[config.mk]
export PLATFORM = sky130hd
export DESIGN_NAME = scaled_glyph_cell_renderer
export DESIGN_NICKNAME = d
export VERILOG_FILES = /design/src/sv/sgcr_pkg.sv /design/src/sv/scaled_glyph_cell_renderer.sv /design/src/sv/sgcr_coord_unit.sv /design/src/sv/sgcr_out_stage.sv
export VERILOG_INCLUDE_DIRS = /design/src /design/src/sv
export SDC_FILE = /design/constraint.sdc
export NUM_CORES = 1
export LEC_CHECK = 0
export ABC_AREA = 1
export BUFFER_PORTS_ARGS = -buffer_cell sky130_fd_sc_hd__buf_4
export CAP_MARGIN = 20
export CORE_MARGIN = 2
export CORE_UTILIZATION = 38
export DETAILED_ROUTE_END_ITERATION = 16
export PLACE_DENSITY_LB_ADDON = 0.08
export SETUP_SLACK_MARGIN = 0.4
export SLEW_MARGIN = 30
export SYNTH_ARGS = -nofsm -noshare
export SYNTH_HDL_FRONTEND = slang
export SYNTH_MEMORY_MAX_BITS = 65536
export SYNTH_SLANG_ARGS = --single-unit
[constraint.sdc]
create_clock -name clk -period 6.99 [get_ports clk]
set_clock_uncertainty 0.05 [all_clocks]
set_input_delay 0.3495 -clock clk [delete_from_list [all_inputs] [get_ports clk]]
set_output_delay 0.3495 -clock clk [all_outputs]
set_load 0.03 [all_outputs]
[src/sv/scaled_glyph_cell_renderer_defines.svh]
// Assertion macros shared by the glyph cell renderer RTL.
// Every macro samples on clk and is disabled while arst_n is low.
`ifndef SCALED_GLYPH_CELL_RENDERER_DEFINES_SVH
`define SCALED_GLYPH_CELL_RENDERER_DEFINES_SVH

// Check cons in the cycle after ante.
`define SGCR_ASSERT_NEXT(lbl, ante, cons, msg) \
	lbl: assert property (@(posedge clk) disable iff (!arst_n) (ante) |=> (cons)) \
		else $error(msg);

// Check cons in the same cycle as ante.
`define SGCR_ASSERT_SAME(lbl, ante, cons, msg) \
	lbl: assert property (@(posedge clk) disable iff (!arst_n) (ante) |-> (cons)) \
		else $error(msg);

`endif

[src/sv/sgcr_pkg.sv]
// Shared types, constants and the 5x7 font table of the glyph cell renderer.
// No dependencies; used by every other RTL file.
package sgcr_pkg;

	localparam int COORD_BITS_DEF = 14;
	localparam int GLYPH_ROWS     = 7;
	localparam int GLYPH_COLS     = 5;
	localparam int GLYPH_CELLS    = GLYPH_ROWS * GLYPH_COLS;
	localparam int OUT_COORD_W    = 14;
	localparam int OFF_W          = 7;

	typedef enum logic [1:0] {
		REG_ORIGIN_X   = 2'd0,
		REG_ORIGIN_Y   = 2'd1,
		REG_SCALE      = 2'd2,
		REG_TEXT_COLOR = 2'd3
	} cfg_reg_t;

	typedef enum logic [1:0] {
		CM_RELOAD  = 2'd0,
		CM_CELL    = 2'd1,
		CM_ADVANCE = 2'd2
	} coord_mode_t;

	typedef struct packed {
		logic [31:0]            fill_color;
		logic [3:0]             cell_size;
		logic [OUT_COORD_W-1:0] cell_y;
		logic [OUT_COORD_W-1:0] cell_x;
		logic                   last;
	} cmd_t;

	// Return the lit cells of a character, bit row*5+col, col 0 leftmost.
	function automatic logic [GLYPH_CELLS-1:0] glyph_cells(input logic [7:0] code);
		logic [7:0]                      c;
		logic [0:GLYPH_ROWS-1][4:0]      rows;
		logic [GLYPH_CELLS-1:0]          v;
		c = code;
		if (code >= "a" && code <= "z") begin
			c = code - 8'd32;
		end
		case (c)
			"!": rows = {5'h04,5'h04,5'h04,5'h04,5'h04,5'h00,5'h04};
			"-": rows = {5'h00,5'h00,5'h00,5'h1f,5'h00,5'h00,5'h00};
			".": rows = {5'h00,5'h00,5'h00,5'h00,5'h00,5'h0c,5'h0c};
			"0": rows = {5'h0e,5'h11,5'h13,5'h15,5'h19,5'h11,5'h0e};
			"1": rows = {5'h04,5'h0c,5'h04,5'h04,5'h04,5'h04,5'h0e};
			"2": rows = {5'h0e,5'h11,5'h01,5'h02,5'h04,5'h08,5'h1f};
			"3": rows = {5'h1e,5'h01,5'h01,5'h0e,5'h01,5'h01,5'h1e};
			"4": rows = {5'h02,5'h06,5'h0a,5'h12,5'h1f,5'h02,5'h02};
			"5": rows = {5'h1f,5'h10,5'h10,5'h1e,5'h01,5'h01,5'h1e};
			"6": rows = {5'h0e,5'h10,5'h10,5'h1e,5'h11,5'h11,5'h0e};
			"7": rows = {5'h1f,5'h01,5'h02,5'h04,5'h08,5'h08,5'h08};
			"8": rows = {5'h0e,5'h11,5'h11,5'h0e,5'h11,5'h11,5'h0e};
			"9": rows = {5'h0e,5'h11,5'h11,5'h0f,5'h01,5'h01,5'h0e};
			"A": rows = {5'h0e,5'h11,5'h11,5'h1f,5'h11,5'h11,5'h11};
			"B": rows = {5'h1e,5'h11,5'h11,5'h1e,5'h11,5'h11,5'h1e};
			"C": rows = {5'h0e,5'h11,5'h10,5'h10,5'h10,5'h11,5'h0e};
			"D": rows = {5'h1e,5'h11,5'h11,5'h11,5'h11,5'h11,5'h1e};
			"E": rows = {5'h1f,5'h10,5'h10,5'h1e,5'h10,5'h10,5'h1f};
			"F": rows = {5'h1f,5'h10,5'h10,5'h1e,5'h10,5'h10,5'h10};
			"G": rows = {5'h0e,5'h11,5'h10,5'h17,5'h11,5'h11,5'h0f};
			"H": rows = {5'h11,5'h11,5'h11,5'h1f,5'h11,5'h11,5'h11};
			"I": rows = {5'h0e,5'h04,5'h04,5'h04,5'h04,5'h04,5'h0e};
			"J": rows = {5'h07,5'h02,5'h02,5'h02,5'h12,5'h12,5'h0c};
			"K": rows = {5'h11,5'h12,5'h14,5'h18,5'h14,5'h12,5'h11};
			"L": rows = {5'h10,5'h10,5'h10,5'h10,5'h10,5'h10,5'h1f};
			"M": rows = {5'h11,5'h1b,5'h15,5'h15,5'h11,5'h11,5'h11};
			"N": rows = {5'h11,5'h19,5'h15,5'h13,5'h11,5'h11,5'h11};
			"O": rows = {5'h0e,5'h11,5'h11,5'h11,5'h11,5'h11,5'h0e};
			"P": rows = {5'h1e,5'h11,5'h11,5'h1e,5'h10,5'h10,5'h10};
			"Q": rows = {5'h0e,5'h11,5'h11,5'h11,5'h15,5'h12,5'h0d};
			"R": rows = {5'h1e,5'h11,5'h11,5'h1e,5'h14,5'h12,5'h11};
			"S": rows = {5'h0f,5'h10,5'h10,5'h0e,5'h01,5'h01,5'h1e};
			"T": rows = {5'h1f,5'h04,5'h04,5'h04,5'h04,5'h04,5'h04};
			"U": rows = {5'h11,5'h11,5'h11,5'h11,5'h11,5'h11,5'h0e};
			"V": rows = {5'h11,5'h11,5'h11,5'h11,5'h11,5'h0a,5'h04};
			"W": rows = {5'h11,5'h11,5'h11,5'h15,5'h15,5'h15,5'h0a};
			"X": rows = {5'h11,5'h11,5'h0a,5'h04,5'h0a,5'h11,5'h11};
			"Y": rows = {5'h11,5'h11,5'h0a,5'h04,5'h04,5'h04,5'h04};
			"Z": rows = {5'h1f,5'h01,5'h02,5'h04,5'h08,5'h10,5'h1f};
			default: rows = '0;
		endcase
		for (int r = 0; r < GLYPH_ROWS; r++) begin
			for (int k = 0; k < GLYPH_COLS; k++) begin
				v[r*GLYPH_COLS + k] = rows[r][GLYPH_COLS-1-k];
			end
		end
		return v;
	endfunction

endpackage

[src/sv/scaled_glyph_cell_renderer.sv]
// Scaled 5x7 glyph cell renderer: one fill command per lit font cell.
// A request loads the glyph register; lit cells go out through the output register.
// A new character is taken only in idle, after the last one is scanned and advanced.
// The scan steps one font cell a cycle through the shared coordinate adder when not stalled.
// Reset (arst_n low, asynchronous): registers to origin 0/0, scale 1, color 0, cursor 0.
// Depends on sgcr_pkg, sgcr_coord_unit, sgcr_out_stage and the defines header.
`include "scaled_glyph_cell_renderer_defines.svh"

module scaled_glyph_cell_renderer #(
	parameter int COORD_BITS = sgcr_pkg::COORD_BITS_DEF
) (
	input  logic        clk,
	input  logic        arst_n,
	// configuration write port
	input  logic        cfg_we,
	input  logic [1:0]  cfg_index,
	input  logic [31:0] cfg_data,
	// character request in
	input  logic        s_tvalid,
	output logic        s_tready,
	input  logic [7:0]  s_tdata,   // [7:0] char_code
	input  logic        s_tuser,   // [0] first
	// fill command request out
	output logic        m_tvalid,
	input  logic        m_tready,
	output logic [63:0] m_tdata,   // [13:0] cell_x, [27:14] cell_y, [31:28] cell_size,
	                               // [63:32] fill_color
	output logic        m_tlast    // last
);

	typedef enum logic [1:0] {
		ST_IDLE,
		ST_SCAN,
		ST_ADV
	} state_t;

	localparam logic [2:0] LAST_COL = 3'(sgcr_pkg::GLYPH_COLS - 1);

	// configuration registers
	logic signed [12:0] origin_x_q;
	logic signed [12:0] origin_y_q;
	logic [3:0]         scale_q;
	logic [31:0]        text_color_q;

	// sequencer state
	state_t                             state_q;
	logic [sgcr_pkg::GLYPH_CELLS-1:0]   glyph_q;
	logic [2:0]                         col_q;
	logic [sgcr_pkg::OFF_W-1:0]         col_off_q;
	logic [sgcr_pkg::OFF_W-1:0]         row_off_q;
	logic [3:0]                         size_q;
	logic signed [COORD_BITS-1:0]       cursor_q;

	sgcr_pkg::coord_mode_t        mode;
	logic [sgcr_pkg::OFF_W-1:0]   adv_off;
	logic signed [COORD_BITS-1:0] x_sat;
	logic signed [COORD_BITS-1:0] y_sat;
	logic                         out_ready;
	logic                         lit;
	logic                         step;
	logic                         push;
	logic                         accept;
	sgcr_pkg::cmd_t               cmd;

	// Take register writes; the host must issue them only while the block is idle (not enforced here).
	always_ff @(posedge clk or negedge arst_n) begin
		if (!arst_n) begin
			origin_x_q   <= '0;
			origin_y_q   <= '0;
			scale_q      <= 4'd1;
			text_color_q <= '0;
		end else if (cfg_we) begin
			unique case (sgcr_pkg::cfg_reg_t'(cfg_index))
				sgcr_pkg::REG_ORIGIN_X:   origin_x_q   <= cfg_data[12:0];
				sgcr_pkg::REG_ORIGIN_Y:   origin_y_q   <= cfg_data[12:0];
				sgcr_pkg::REG_SCALE:      scale_q      <= cfg_data[3:0];
				sgcr_pkg::REG_TEXT_COLOR: text_color_q <= cfg_data;
				default: ;
			endcase
		end
	end

	assign s_tready = (state_q == ST_IDLE);
	assign accept   = s_tvalid && s_tready;

	// Current cell sits in bit 0; the glyph shifts right as the scan advances.
	assign lit  = glyph_q[0];
	assign step = (state_q == ST_SCAN) && (glyph_q != '0) && (!lit || out_ready);
	assign push = step && lit;

	// Six cells of advance: 4*s + 2*s.
	assign adv_off = sgcr_pkg::OFF_W'({size_q, 2'b00}) + sgcr_pkg::OFF_W'({size_q, 1'b0});

	always_comb begin
		unique case (state_q)
			ST_IDLE: mode = sgcr_pkg::CM_RELOAD;
			ST_SCAN: mode = sgcr_pkg::CM_CELL;
			ST_ADV:  mode = sgcr_pkg::CM_ADVANCE;
			default: mode = sgcr_pkg::CM_CELL;
		endcase
	end

	sgcr_coord_unit #(
		.COORD_BITS(COORD_BITS)
	) u_coord (
		.mode     (mode),
		.origin_x (origin_x_q),
		.origin_y (origin_y_q),
		.cursor   (cursor_q),
		.col_off  (col_off_q),
		.row_off  (row_off_q),
		.adv_off  (adv_off),
		.x_sat    (x_sat),
		.y_sat    (y_sat)
	);

	// Mark last when no lit cell remains beyond the current one.
	always_comb begin
		cmd.cell_x     = sgcr_pkg::OUT_COORD_W'(x_sat);
		cmd.cell_y     = sgcr_pkg::OUT_COORD_W'(y_sat);
		cmd.cell_size  = size_q;
		cmd.fill_color = text_color_q;
		cmd.last       = (glyph_q[sgcr_pkg::GLYPH_CELLS-1:1] == '0);
	end

	sgcr_out_stage u_out (
		.clk      (clk),
		.arst_n   (arst_n),
		.push     (push),
		.cmd      (cmd),
		.ready    (out_ready),
		.m_tvalid (m_tvalid),
		.m_tready (m_tready),
		.m_tdata  (m_tdata),
		.m_tlast  (m_tlast)
	);

	// Sequencer: take a character, scan its cells, advance the cursor.
	always_ff @(posedge clk or negedge arst_n) begin
		if (!arst_n) begin
			state_q   <= ST_IDLE;
			glyph_q   <= '0;
			col_q     <= '0;
			col_off_q <= '0;
			row_off_q <= '0;
			size_q    <= 4'd1;
			cursor_q  <= '0;
		end else begin
			unique case (state_q)
				ST_IDLE: begin
					if (accept) begin
						glyph_q   <= sgcr_pkg::glyph_cells(s_tdata);
						col_q     <= '0;
						col_off_q <= '0;
						row_off_q <= '0;
						size_q    <= (scale_q == 4'd0) ? 4'd1 : scale_q;
						// Reload the cursor from the saturated origin.
						if (s_tuser) begin
							cursor_q <= x_sat;
						end
						state_q <= ST_SCAN;
					end
				end
				ST_SCAN: begin
					if (glyph_q == '0) begin
						state_q <= ST_ADV;
					end else if (step) begin
						glyph_q <= glyph_q >> 1;
						if (col_q == LAST_COL) begin
							col_q     <= '0;
							col_off_q <= '0;
							row_off_q <= row_off_q + sgcr_pkg::OFF_W'(size_q);
						end else begin
							col_q     <= col_q + 3'd1;
							col_off_q <= col_off_q + sgcr_pkg::OFF_W'(size_q);
						end
					end
				end
				ST_ADV: begin
					cursor_q <= x_sat;
					state_q  <= ST_IDLE;
				end
				default: state_q <= ST_IDLE;
			endcase
		end
	end

	`SGCR_ASSERT_NEXT(a_accept_scans, accept, state_q == ST_SCAN, "no scan after a request")
	`SGCR_ASSERT_NEXT(a_last_empties, push && cmd.last, glyph_q == '0, "cells left after last")
	`SGCR_ASSERT_NEXT(a_scan_shifts, step, glyph_q == ($past(glyph_q) >> 1), "scan lost a cell")
	`SGCR_ASSERT_SAME(a_size_nonzero, m_tvalid, m_tdata[31:28] != 4'd0, "zero fill size")

endmodule

[src/sv/sgcr_coord_unit.sv]
// Shared saturating coordinate adder of the glyph cell renderer.
// Depends on sgcr_pkg for the mode codes and offset width.
module sgcr_coord_unit #(
	parameter int COORD_BITS = sgcr_pkg::COORD_BITS_DEF
) (
	input  sgcr_pkg::coord_mode_t             mode,
	input  logic signed [12:0]                origin_x,
	input  logic signed [12:0]                origin_y,
	input  logic signed [COORD_BITS-1:0]      cursor,
	input  logic [sgcr_pkg::OFF_W-1:0]        col_off,
	input  logic [sgcr_pkg::OFF_W-1:0]        row_off,
	input  logic [sgcr_pkg::OFF_W-1:0]        adv_off,
	output logic signed [COORD_BITS-1:0]      x_sat,
	output logic signed [COORD_BITS-1:0]      y_sat
);

	logic signed [COORD_BITS:0]   x_base;
	logic [sgcr_pkg::OFF_W-1:0]   x_off;
	logic signed [COORD_BITS+1:0] x_sum;
	logic signed [COORD_BITS+1:0] y_sum;

	function automatic logic signed [COORD_BITS-1:0] sat(input logic signed [COORD_BITS+1:0] v);
		logic [2:0] top;
		top = v[COORD_BITS+1:COORD_BITS-1];
		if (top == 3'b000 || top == 3'b111) begin
			return v[COORD_BITS-1:0];
		end else if (v[COORD_BITS+1]) begin
			return {1'b1, {(COORD_BITS-1){1'b0}}};
		end else begin
			return {1'b0, {(COORD_BITS-1){1'b1}}};
		end
	endfunction

	always_comb begin
		unique case (mode)
			sgcr_pkg::CM_RELOAD: begin
				x_base = (COORD_BITS+1)'(origin_x);
				x_off  = '0;
			end
			sgcr_pkg::CM_CELL: begin
				x_base = (COORD_BITS+1)'(cursor);
				x_off  = col_off;
			end
			sgcr_pkg::CM_ADVANCE: begin
				x_base = (COORD_BITS+1)'(cursor);
				x_off  = adv_off;
			end
			default: begin
				x_base = (COORD_BITS+1)'(cursor);
				x_off  = '0;
			end
		endcase
	end

	assign x_sum = (COORD_BITS+2)'(x_base) + (COORD_BITS+2)'($signed({1'b0, x_off}));
	assign y_sum = (COORD_BITS+2)'(origin_y) + (COORD_BITS+2)'($signed({1'b0, row_off}));
	assign x_sat = sat(x_sum);
	assign y_sat = sat(y_sum);

endmodule

[src/sv/sgcr_out_stage.sv]
// Output register of the glyph cell renderer: holds one fill command request.
// Depends on sgcr_pkg for the command struct.
module sgcr_out_stage (
	input  logic               clk,
	input  logic               arst_n,
	input  logic               push,
	input  sgcr_pkg::cmd_t     cmd,
	output logic               ready,
	output logic               m_tvalid,
	input  logic               m_tready,
	output logic [63:0]        m_tdata,
	output logic               m_tlast
);

	logic           valid_q;
	sgcr_pkg::cmd_t cmd_q;

	assign ready = !valid_q || m_tready;

	always_ff @(posedge clk or negedge arst_n) begin
		if (!arst_n) begin
			valid_q <= 1'b0;
		end else if (ready) begin
			valid_q <= push;
		end
	end

	always_ff @(posedge clk) begin
		if (ready && push) begin
			cmd_q <= cmd;
		end
	end

	assign m_tvalid = valid_q;
	assign m_tdata  = {cmd_q.fill_color, cmd_q.cell_size, cmd_q.cell_y, cmd_q.cell_x};
	assign m_tlast  = cmd_q.last;

endmodule

Word-level counts from Yosys, hierarchy flattened --
Memories as Yosys holds them, arrays and structs flattened. Cells that the tools add are included.
Word-level totals: memories 1, register bits after elaboration 200, output and inout port bits 67, memory bits (read-only) 4480
Memory list:
- (name not given) | words 128, width 35, read ports 1, clocked after memory_dff 0, write ports 0, RTL line sgcr_pkg.sv:42 | case (c)
Cells by class: multiplexer cells 36, magnitude comparators 2, add/sub/neg operators 7, reductions and logical operators 32, equality and inequality tests 16
Operators by type and width (number):
- 35-bit 2-to-1 mux | 4
- 14-bit 2-to-1 mux | 6
- 35-bit case mux with 2 select lines | 1
- 7-bit 2-to-1 mux | 7
- 7-bit case mux with 2 select lines | 3
- 35-bit zero test | 1
- 35-bit nonzero test | 1
- 34-bit zero test | 1
- 14-bit case mux with 2 select lines | 1
- 8-bit 2-to-1 mux | 3
- 15-bit by 8-bit adder with 16-bit output | 1
- 15-bit 2-to-1 mux | 1
- 13-bit by 8-bit adder with 14-bit output | 1
- 7-bit by 4-bit adder with 7-bit output | 2
- 3-bit 2-to-1 mux | 4
- 2-bit AND reduction | 6
- 3-bit == test, second input constant | 3
- 2-bit == test, second input constant | 4
- 8-bit by 7-bit greater-or-equal comparator with 1-bit output, second input constant | 1
- 8-bit by 7-bit <= comparator with 1-bit output, second input constant | 1
- 2-bit by 1-bit != test with 1-bit output, second input constant | 4
- 2-bit case mux with 2 select lines | 2
- 8-bit by 6-bit subtractor with 8-bit output, second input constant | 1
- 6-bit by 5-bit adder with 7-bit output | 1
- other kinds (16) | 33

Longest topological paths before layout --
Gate-level depths: netlist of the first run.
word-level depth 11, mapped depth 21, depth with buffers taken out 20

Modules after synthesis --
Synthesis of the first run repeated with hierarchy kept, for this count alone.
Second synthesis, totals: cells, all modules 1483, area total of the unflattened synthesis 11935.2 um2
By module, submodules not included:
- scaled_glyph_cell_renderer | times used 1, area each 8351.8 um2, cells an instance 1150
- sgcr_out_stage | times used 1, area each 1996.9 um2, cells an instance 71
- sgcr_coord_unit | times used 1, area each 1586.5 um2, cells an instance 262

Least setup slack after synthesis of the first run --
No wires, ideal clock.
path kind reg2reg, start register state_q[0], end register u_out.cmd_q, in the netlist u_out.m_tdata[0] (enable), stages on the path, launching flop included 6, data required time 6451 ps, setup time 489 ps, period minus slack after synthesis 4315 ps, path buffers 1, arrival time 3776 ps, slack 2675 ps, cell sequence dfrtp_1 inv_4 nor2_1 nand3_1 clkbuf_1 nor2_1
Between the ends: cells in the longest elaborated chain, start to end 5
Ends and longest elaborated chain:
- start, declared | RTL line scaled_glyph_cell_renderer.sv:46 | state_t state_q;
- start signal, assigned | RTL line scaled_glyph_cell_renderer.sv:141 | state_q <= ST_IDLE;
- start signal, assigned | RTL line scaled_glyph_cell_renderer.sv:161 | state_q <= ST_SCAN;
- start signal, assigned | RTL line scaled_glyph_cell_renderer.sv:166 | state_q <= ST_ADV;
- 2-bit by 1-bit == test with 1-bit output | RTL line scaled_glyph_cell_renderer.sv:88 | assign step = (state_q == ST_SCAN) && (glyph_q != '0) && (!lit || out_ready);
- 1-bit logical AND (2 in a row) | RTL line scaled_glyph_cell_renderer.sv:88
- 1-bit logical AND | RTL line scaled_glyph_cell_renderer.sv:89 | assign push = step && lit;
- 1-bit logical AND | RTL line sgcr_out_stage.sv:29 | if (ready && push) begin
- end signal, assigned | RTL line sgcr_out_stage.sv:30 | cmd_q <= cmd;
- end, declared | RTL line sgcr_out_stage.sv:16 | sgcr_pkg::cmd_t cmd_q;
Every way passes these cells. A chain may end at the register's enable or synchronous reset.

Worst setup path after layout of the first run --
start register state_q[0], end register row_off_q[1] (netlist bit)
Between the ends: cells in the longest elaborated chain, start to end 5, elaborated cells on any way between the ends 12
Ends and longest elaborated chain:
- 2-bit by 1-bit == test with 1-bit output | RTL line scaled_glyph_cell_renderer.sv:88, scaled_glyph_cell_renderer.sv:149
- 1-bit logical AND (2 in a row) | RTL line scaled_glyph_cell_renderer.sv:88
- 2-bit != test (no line)
- 5-bit AND reduction (no line)
- end signal, assigned | RTL line scaled_glyph_cell_renderer.sv:172 | row_off_q <= row_off_q + sgcr_pkg::OFF_W'(size_q);
- end, declared | RTL line scaled_glyph_cell_renderer.sv:50 | logic [sgcr_pkg::OFF_W-1:0] row_off_q;
Several ways; a longest one is shown, not always the timed one.

==> impl_metrics.tcl, run 1 <==
set metrics [dict create \
    outcome "finished, final reports clean" \
    ctsResizeCount 0 \
    cts_hold_buffers 1 \
    reg2reg_from "state_q[0]" \
    seqPwrFrac_pct 42.9 \
    hold_viol_final 0 \
    switching_power_mw 1.56 \
    setup.worst_path.start "state_q[0]" \
    maxCapViolCount 0 \
    synthFlopType "dfrtp_1" \
    dp_hpwl_mm 23.0 \
    arrival_ns 4.01 \
    drt_iter0_markers 769 \
    synth-seq-cells 200 \
    tns_ns 0 \
    cts.sinks 200 \
    yosysSeqAreaShare_pct 47.4 \
    hold_path.class "input pin to register" \
    clk_latency_ns 0.44 \
    nFillCells 2952 \
    postCtsSetupBuffers 0 \
    post-route-drc-count 0 \
    p_leak_nw 6.38 \
    crit_chain "inv_4, nor2_2, buf_4, nand3_1, buf_4, nand2_2, nand2_1, o21ai_0" \
    numCtsBuffers 17 \
    end_kind "register" \
    slowest_stage "nand3_1" \
    min_from "m_tready" \
    worst_slack_ns 3.26 \
    routabilityCongestion 0.911 \
    hold_depth 2 \
    ir_drop_v 0.000163 \
    path_class "register to register" \
    start_kind "register" \
    io-pin-count 115 \
    drive_gt1_share_pct 15.0 \
    cp_slowest_stage_delay_ns 0.63 \
    nNetsFinal 1567 \
    slew_headroom_pct 40.4 \
    ys_types 47 \
    pre_cts_slack_ns 3.29 \
    p_sw_share_pct 38.4 \
    cts_max_path_buffers 2 \
    cts_tree "yes" \
    die_h_um 176 \
    cpMostUsedCell "buf_4" \
    htree_levels 4 \
    cp.required_ns 7.27 \
    initial_core_util_pct 38.9 \
    avgSynthCellArea_um2 8.05 \
    antenna_cells 0 \
    grt_max_degree 79 \
    io_buffers 114 \
    num_vias 9694 \
    synthToLayoutAreaGrowth_pct 16.0 \
    synth_warnings 0 \
    fin_area_mm2 0.0130 \
    drv_slew 0 \
    clk_pin_slew_worst_paths_ns 0.09 \
    hold_ws_ns 0.0545 \
    place_area_mm2 0.0124 \
    netlist_area_mm2 0.0112 \
    power_density_mw_per_mm2 312 \
    async_flop_share_pct 67.5 \
    grt_pass1_vias 9712 \
    die_x_um 176 \
    finalCritPeriodShare_pct 53.3 \
    clock.fmax_mhz 268 \
    wl_per_cell_um 17.3 \
    syn_inst 1397 \
    std_cell_rows 62 \
    tightest_slew_ns 0.894 \
    synth_edf_count 65 \
    antenna_left 0 \
    grt.overflow.total 0 \
    core_mm2 0.0289 \
    grt_pass1_wl_mm 52.5 \
    rr_worst_depth 8 \
    syn_nets 1487 \
    cp_max_fo 37 \
    antenna_found_initial 0 \
    vias_per_cell 5.17 \
    routed_wl_mm 32.4 \
    cts-root-buf "clkbuf_16" \
    combPwrFrac_pct 30.6 \
    die-area_mm2 0.0310 \
    rsz0062_at_grt "false" \
    grt_use_total_pct 21.6 \
    clockPowerShare_pct 26.4 \
    intPower_mw 2.51 \
    setup_violations 0 \
    period_minus_slack_ns 3.73 \
    first_pass_iters 5 \
]
## final timing paths
check                                    end  slack (ns)
setup / recovery                row_off_q[1]        3.26
hold / removal                u_out.m_tvalid        0.05
setup reg to reg                row_off_q[1]        3.26
hold reg to reg            u_out.m_tdata[38]        0.39
max in group asynchronous          size_q[1]        5.05
min in group asynchronous   text_color_q[27]        0.46
## cells in the final DEF (no fill, tap or decap), types with 7 or more instances in the layout
| cell | instances |
|---|---|
| a21oi_1 | 53 |
| inv_1 | 106 |
| nor3_1 | 8 |
| clkbuf_16 | 17 |
| nand2_1 | 433 |
| buf_4 | 123 |
| mux2_2 | 19 |
| ha_1 | 37 |
| xor2_1 | 13 |
| xnor2_1 | 11 |
| o22ai_1 | 7 |
| edfxtp_1 | 65 |
| o21ai_0 | 130 |
| nand4_1 | 15 |
| nor2_1 | 101 |
| nand2_2 | 19 |
| nand3_1 | 115 |
| dfrtp_1 | 133 |
## metal layers
| metal | vias up | global-route usage (%) | share of wire (%) |
|---|---|---|---|
| li1 | 4758 | - | - |
| met1 | 4575 | 28.0 | 44 |
| met2 | 304 | 36.2 | 48 |
| met3 | 57 | 3.21 | 4.8 |
| met4 | 0 | 9.16 | 3.4 |
| met5 | - | 0 | 0 |
## logic make-up (layout without fill, tap and decap cells)
group	count (synthesis)	in the layout	synth area share, %
AND/OR/NAND/NOR	716	716	26.9
multiplexers	19	19	1.90
buffers and inverters	174	267	6.33
adder cells (fa/ha/maj)	42	42	5.01
AO/OA/AOI/OAI	222	222	10.6
flip-flops	200	200	47.4
XOR/XNOR	24	24	1.87
## power groups by stage
stage          Clock (mW)  Combinational [mW]  Sequential (mW)
3_3_place_gp            0                1.25             1.77
2_1_floorplan           0               0.574             2.00
4_1_cts              1.11                1.26             1.75
3_5_place_dp            0                1.26             1.77
5_1_grt              1.14                1.39             1.79
6_report             1.07                1.25             1.75
## sequential cells by signal (all words and copies together), names as in the netlist
name / cells
u_out.m_tlast: 1
origin_x_q: 13
glyph_q: 35
size_q: 4
u_out.m_tdata: 64
scale_q: 4
col_q: 3
u_out.m_tvalid: 1
text_color_q: 32
origin_y_q: 13
row_off_q: 7
col_off_q: 7
cursor_q: 14
state_q: 2
## cells in the mapped netlist (3+ instances only)
master / n / area share (%)
nand2_4: 4 / 0.40
nand4_1: 15 / 0.83
nor3_1: 8 / 0.36
nand3_1: 116 / 5.2
nand2_2: 18 / 1.0
ha_1: 37 / 4.1
buf_1: 7 / 0.23
a21oi_1: 53 / 2.4
a21boi_0: 5 / 0.33
mux2_2: 19 / 1.9
inv_1: 106 / 3.5
dfrtp_1: 133 / 30
buf_2: 20 / 0.89
or2_2: 5 / 0.28
nor2_2: 5 / 0.28
edfxtp_1: 65 / 17
nor2_1: 103 / 3.4
nand2_1: 434 / 14
xor2_1: 13 / 1.0
o22ai_1: 7 / 0.39
o21ai_0: 130 / 5.8
xnor2_1: 11 / 0.86
fa_1: 5 / 0.89
o21a_1: 3 / 0.20
a31oi_1: 6 / 0.33
o31ai_1: 6 / 0.40
clkbuf_1: 33 / 1.1
## per-stage QoR
stage	std cells	power [mW]	utilization, %
2_1_floorplan	1397	2.58	-
4_1_cts	1874	4.12	45.1
3_5_place_dp	1841	3.03	42.8
5_1_grt	1874	4.31	45.1
6_report	1874	4.07	45.1
3_3_place_gp	1841	3.02	42.8
## worst max-delay path: cells and delay by family, from the launching register on
| family | cells | cell delay, ns |
|---|---|---|
| simple gates | 4 | 1.78 |
| buf+inv | 3 | 0.91 |
| flops | 1 | 0.55 |
| compound gates | 1 | 0.31 |
## cell type report
type	instances	area (um2)	share of cell area (%)
multi-input cells	1023	5230	40.1
repair buffers	125	945	7.24
flip-flops and latches	200	5330	40.9
clock inverters	15	218	1.67
clock buffers	17	425	3.26
inverters	110	417	3.19
well taps	384	480	3.68
Note: power is estimated with default switching activity, not from simulation.
==> run 2: changes to the inputs <==
--- a/config.mk
+++ b/config.mk
@@ -6,7 +6,7 @@
 export SDC_FILE = /design/constraint.sdc
 export NUM_CORES = 1
 export LEC_CHECK = 0
-export ABC_AREA = 1
+export ABC_AREA = 0
 export BUFFER_PORTS_ARGS = -buffer_cell sky130_fd_sc_hd__buf_4
 export CAP_MARGIN = 20
 export CORE_MARGIN = 2
==> constraint.sdc (replaced) <==
create_clock -name clk -period 3.17 [get_ports clk]
set_clock_uncertainty 0.05 [all_clocks]
set_input_delay 0.1585 -clock clk [delete_from_list [all_inputs] [get_ports clk]]
set_output_delay 0.1585 -clock clk [all_outputs]
set_load 0.03 [all_outputs]
==> run 2 against run 1 <==
- critical endpoint is now cursor_q[1]
- sequential share of layout area shrank 2.2 points
- wire length down 3.5%
- utilization grew 3.2 points
- combinational power rose to 4.3 times the previous value
- count of clock-buffer cells in the layout stayed put
- non-clock buffer count increased by 88
- worst hold slack improved by 0.099 ns
- final area grew 5.7%
- maximum frequency grew 13%
- global-route usage fell by 0.92 points
- worst setup slack lost 3.4 ns
- flip-flop and latch count unchanged
- the run now ends with negative setup slack left
- critical path type unchanged
==> impl_metrics.tcl, run 2 <==
set metrics [dict create \
    worst_slack_ns -0.117 \
    cts.sinks 200 \
    std_cell_rows 62 \
    period_minus_slack_ns 3.29 \
    synth_edf_count 65 \
    antenna_found_initial 0 \
    slowest_stage "dfrtp_2" \
    synth_warnings 0 \
    cp_slowest_stage_delay_ns 0.46 \
    async_flop_share_pct 67.5 \
    setup_violations 18 \
    initial_core_util_pct 38.3 \
    grt_pass1_vias 8683 \
    netlist_area_mm2 0.0109 \
    hold_ws_ns 0.153 \
    rsz0062_at_grt "true" \
    synthToLayoutAreaGrowth_pct 26.1 \
    start_kind "register" \
    regArea_mm2 0.00534 \
    grt.overflow.total 0 \
    nNetsFinal 1323 \
    wl_per_cell_um 19.2 \
    htree_levels 4 \
    grt_max_degree 58 \
    clockPowerShare_pct 18.6 \
    cp_max_fo 6 \
    clk_pin_slew_worst_paths_ns 0.09 \
    cts_max_path_buffers 2 \
    seqPwrFrac_pct 36.4 \
    synth_top_area_share_pct 30.4 \
    maxCapViolCount 0 \
    numCtsBuffers 17 \
    fin_area_mm2 0.0138 \
    drt_iter0_markers 895 \
    cts-root-buf "clkbuf_16" \
    syn_inst 1062 \
    cp.required_ns 3.44 \
    antenna_cells 0 \
    die_h_um 174 \
    grt_pass1_wl_mm 49.3 \
    hold_path.class "input pin to register" \
    die-area_mm2 0.0302 \
    syn_nets 1152 \
    first_pass_iters 5 \
    yosysSeqAreaShare_pct 48.8 \
    synth_top_area_cell "dfrtp_1" \
    final_common_cell "buf_4" \
    end_kind "register" \
    core_mm2 0.0285 \
    die_x_um 174 \
    switching_power_mw 4.75 \
    dp_hpwl_mm 21.8 \
    hold_viol_final 0 \
    num_vias 8988 \
    io-pin-count 115 \
    final_cell_mix "buf_4 (173), dfrtp_1 (130), a21oi_1 (94)" \
    io_buffers 114 \
    p_leak_nw 5.77 \
    combPwrFrac_pct 44.9 \
    synth_area_leaders "dfrtp_1 (30%), edfxtp_1 (18%), mux2_2 (7.0%)" \
    largest_reg_flops 64 \
    slew_headroom_pct 34.7 \
    post-route-drc-count 0 \
    vias_per_cell 5.51 \
    drive_gt1_share_pct 28.0 \
    outcome "complete, but fails checks" \
    clock.fmax_mhz 304 \
    ir_drop_v 0.000357 \
    avgSynthCellArea_um2 10.3 \
    crit_chain "buf_4, fa_2, a21o_1, a22o_1, ha_4, a2111oi_4, o21a_1, or3_4, mux2_4, nor2_4, o311a_1" \
    nFillCells 2697 \
    clk_latency_ns 0.44 \
    arrival_ns 3.55 \
    ys_types 80 \
    tightest_slew_ns 0.980 \
    finish.utilization_pct 48.3 \
    place_area_mm2 0.0127 \
    routed_wl_mm 31.2 \
    multi_input_area_mm2 0.00555 \
    yosysMostFrequentCell "dfrtp_1" \
    failed_checks "negative setup slack" \
    finalCritPeriodShare_pct 104 \
    intPower_mw 7.36 \
    antenna_left 0 \
    grt_use_total_pct 20.7 \
    power_density_mw_per_mm2 877 \
    p_sw_share_pct 39.2 \
    synthFlopType "dfrtp_1" \
    synth.cells.most_frequent "dfrtp_1 (133), a21oi_1 (97), nor2_1 (92)" \
    routabilityCongestion 0.911 \
    drv_slew 0 \
    synth-seq-cells 200 \
    cts_tree "yes" \
    path_class "register to register" \
]
run 2: cell count changes after synthesis, sizes merged, moves of 17 or more:
cell and delta:
nand2 -371, nand3 -95, inv -88, o21ai -55, mux2 +49, a21oi +44
nor2b +21, nand2b +19, a221oi +18, nor2 -17
run 2: what timing repair did:
action                                  in CTS  in global routing
endpoints found under the hold margin      116                  0
buffers inserted                             4                  2
hold buffers                                34                  0
endpoints found under the setup margin      28                 33
resized for setup                           14                 11
cloned                                       1                  0
pin swaps                                    8                  7
run 2: path summary, 6_finish.rpt:
check	from	cells after the start	slack, ns	to
worst max-delay path	size_q[2]	11	-0.12	cursor_q[1]
worst min-delay path	cfg_index[1]	3	0.15	origin_x_q[3]
worst max register to register	size_q[2]	11	-0.12	cursor_q[1]
worst min register to register	text_color_q[28]	0	0.39	u_out.m_tdata[60]
max in group asynchronous	arst_n	3	2.04	glyph_q[20]
min in group asynchronous	arst_n	2	0.19	text_color_q[20]
run 2: cell families (layout without fill, tap and decap cells):
logic type	count (synthesis)	after routing	share of synthesized area, %
buffers and inverters	83	266	3.19
DFF	200	200	48.8
and+or+nand+nor	322	322	14.5
muxes	82	83	8.40
xor gates and xnor gates	22	22	1.76
adders and majority gates	42	42	5.15
AOI/OAI and AO/OA	311	311	18.3
run 2: worst max-delay path, delay by kind of cell, from the launching register on:
family	cells	cell delay (ns)
AOI/OAI and AO/OA	5	1.39
buffers and inverters	1	0.16
adders and majority gates	2	0.65
muxes	1	0.23
DFF	1	0.46
and+or+nand+nor	2	0.24
run 2: through the flow:
stage | TNS, ns | instances | power, mW | setup WS [ns]
finish | -0.901 | 1630 | 12.1 | -0.117
global route | -3.59 | 1630 | 12.9 | -0.192
CTS | -0.628 | 1628 | 12.1 | -0.0704
detailed placement | -2.11 | 1557 | 9.64 | -0.167
global placement | -1.02 | 1557 | 9.60 | -0.0940
floorplan | -0.00654 | 1062 | 7.79 | -0.00654
run 2: routing by layer:
layer  global-route usage (%)  vias to the layer above  part of all wire (%)
li1                         -                     4269                     -
met1                     29.1                     4379                    46
met2                     32.8                      291                    47
met3                     2.65                       49                   4.5
met4                     7.70                        0                   2.4
met5                        0                        -                     0
run 2: area by class of cell:
cell class / count / area share [%]
sequential: 200 / 38.7
clock buffer: 17 / 3.08
multi-input combinational: 780 / 40.2
tap: 384 / 3.48
timing repair buffer: 213 / 12.6
clock inverter: 15 / 1.31
inverter: 21 / 0.571
run 2: power groups by stage:
stage | sequential [mW] | combinational, mW | clock [mW]
4_1_cts | 4.41 | 5.38 | 2.31
3_5_place_dp | 4.46 | 5.18 | 0
3_3_place_gp | 4.45 | 5.15 | 0
5_1_grt | 4.54 | 5.97 | 2.41
6_report | 4.41 | 5.43 | 2.26
2_1_floorplan | 5.03 | 2.76 | 0
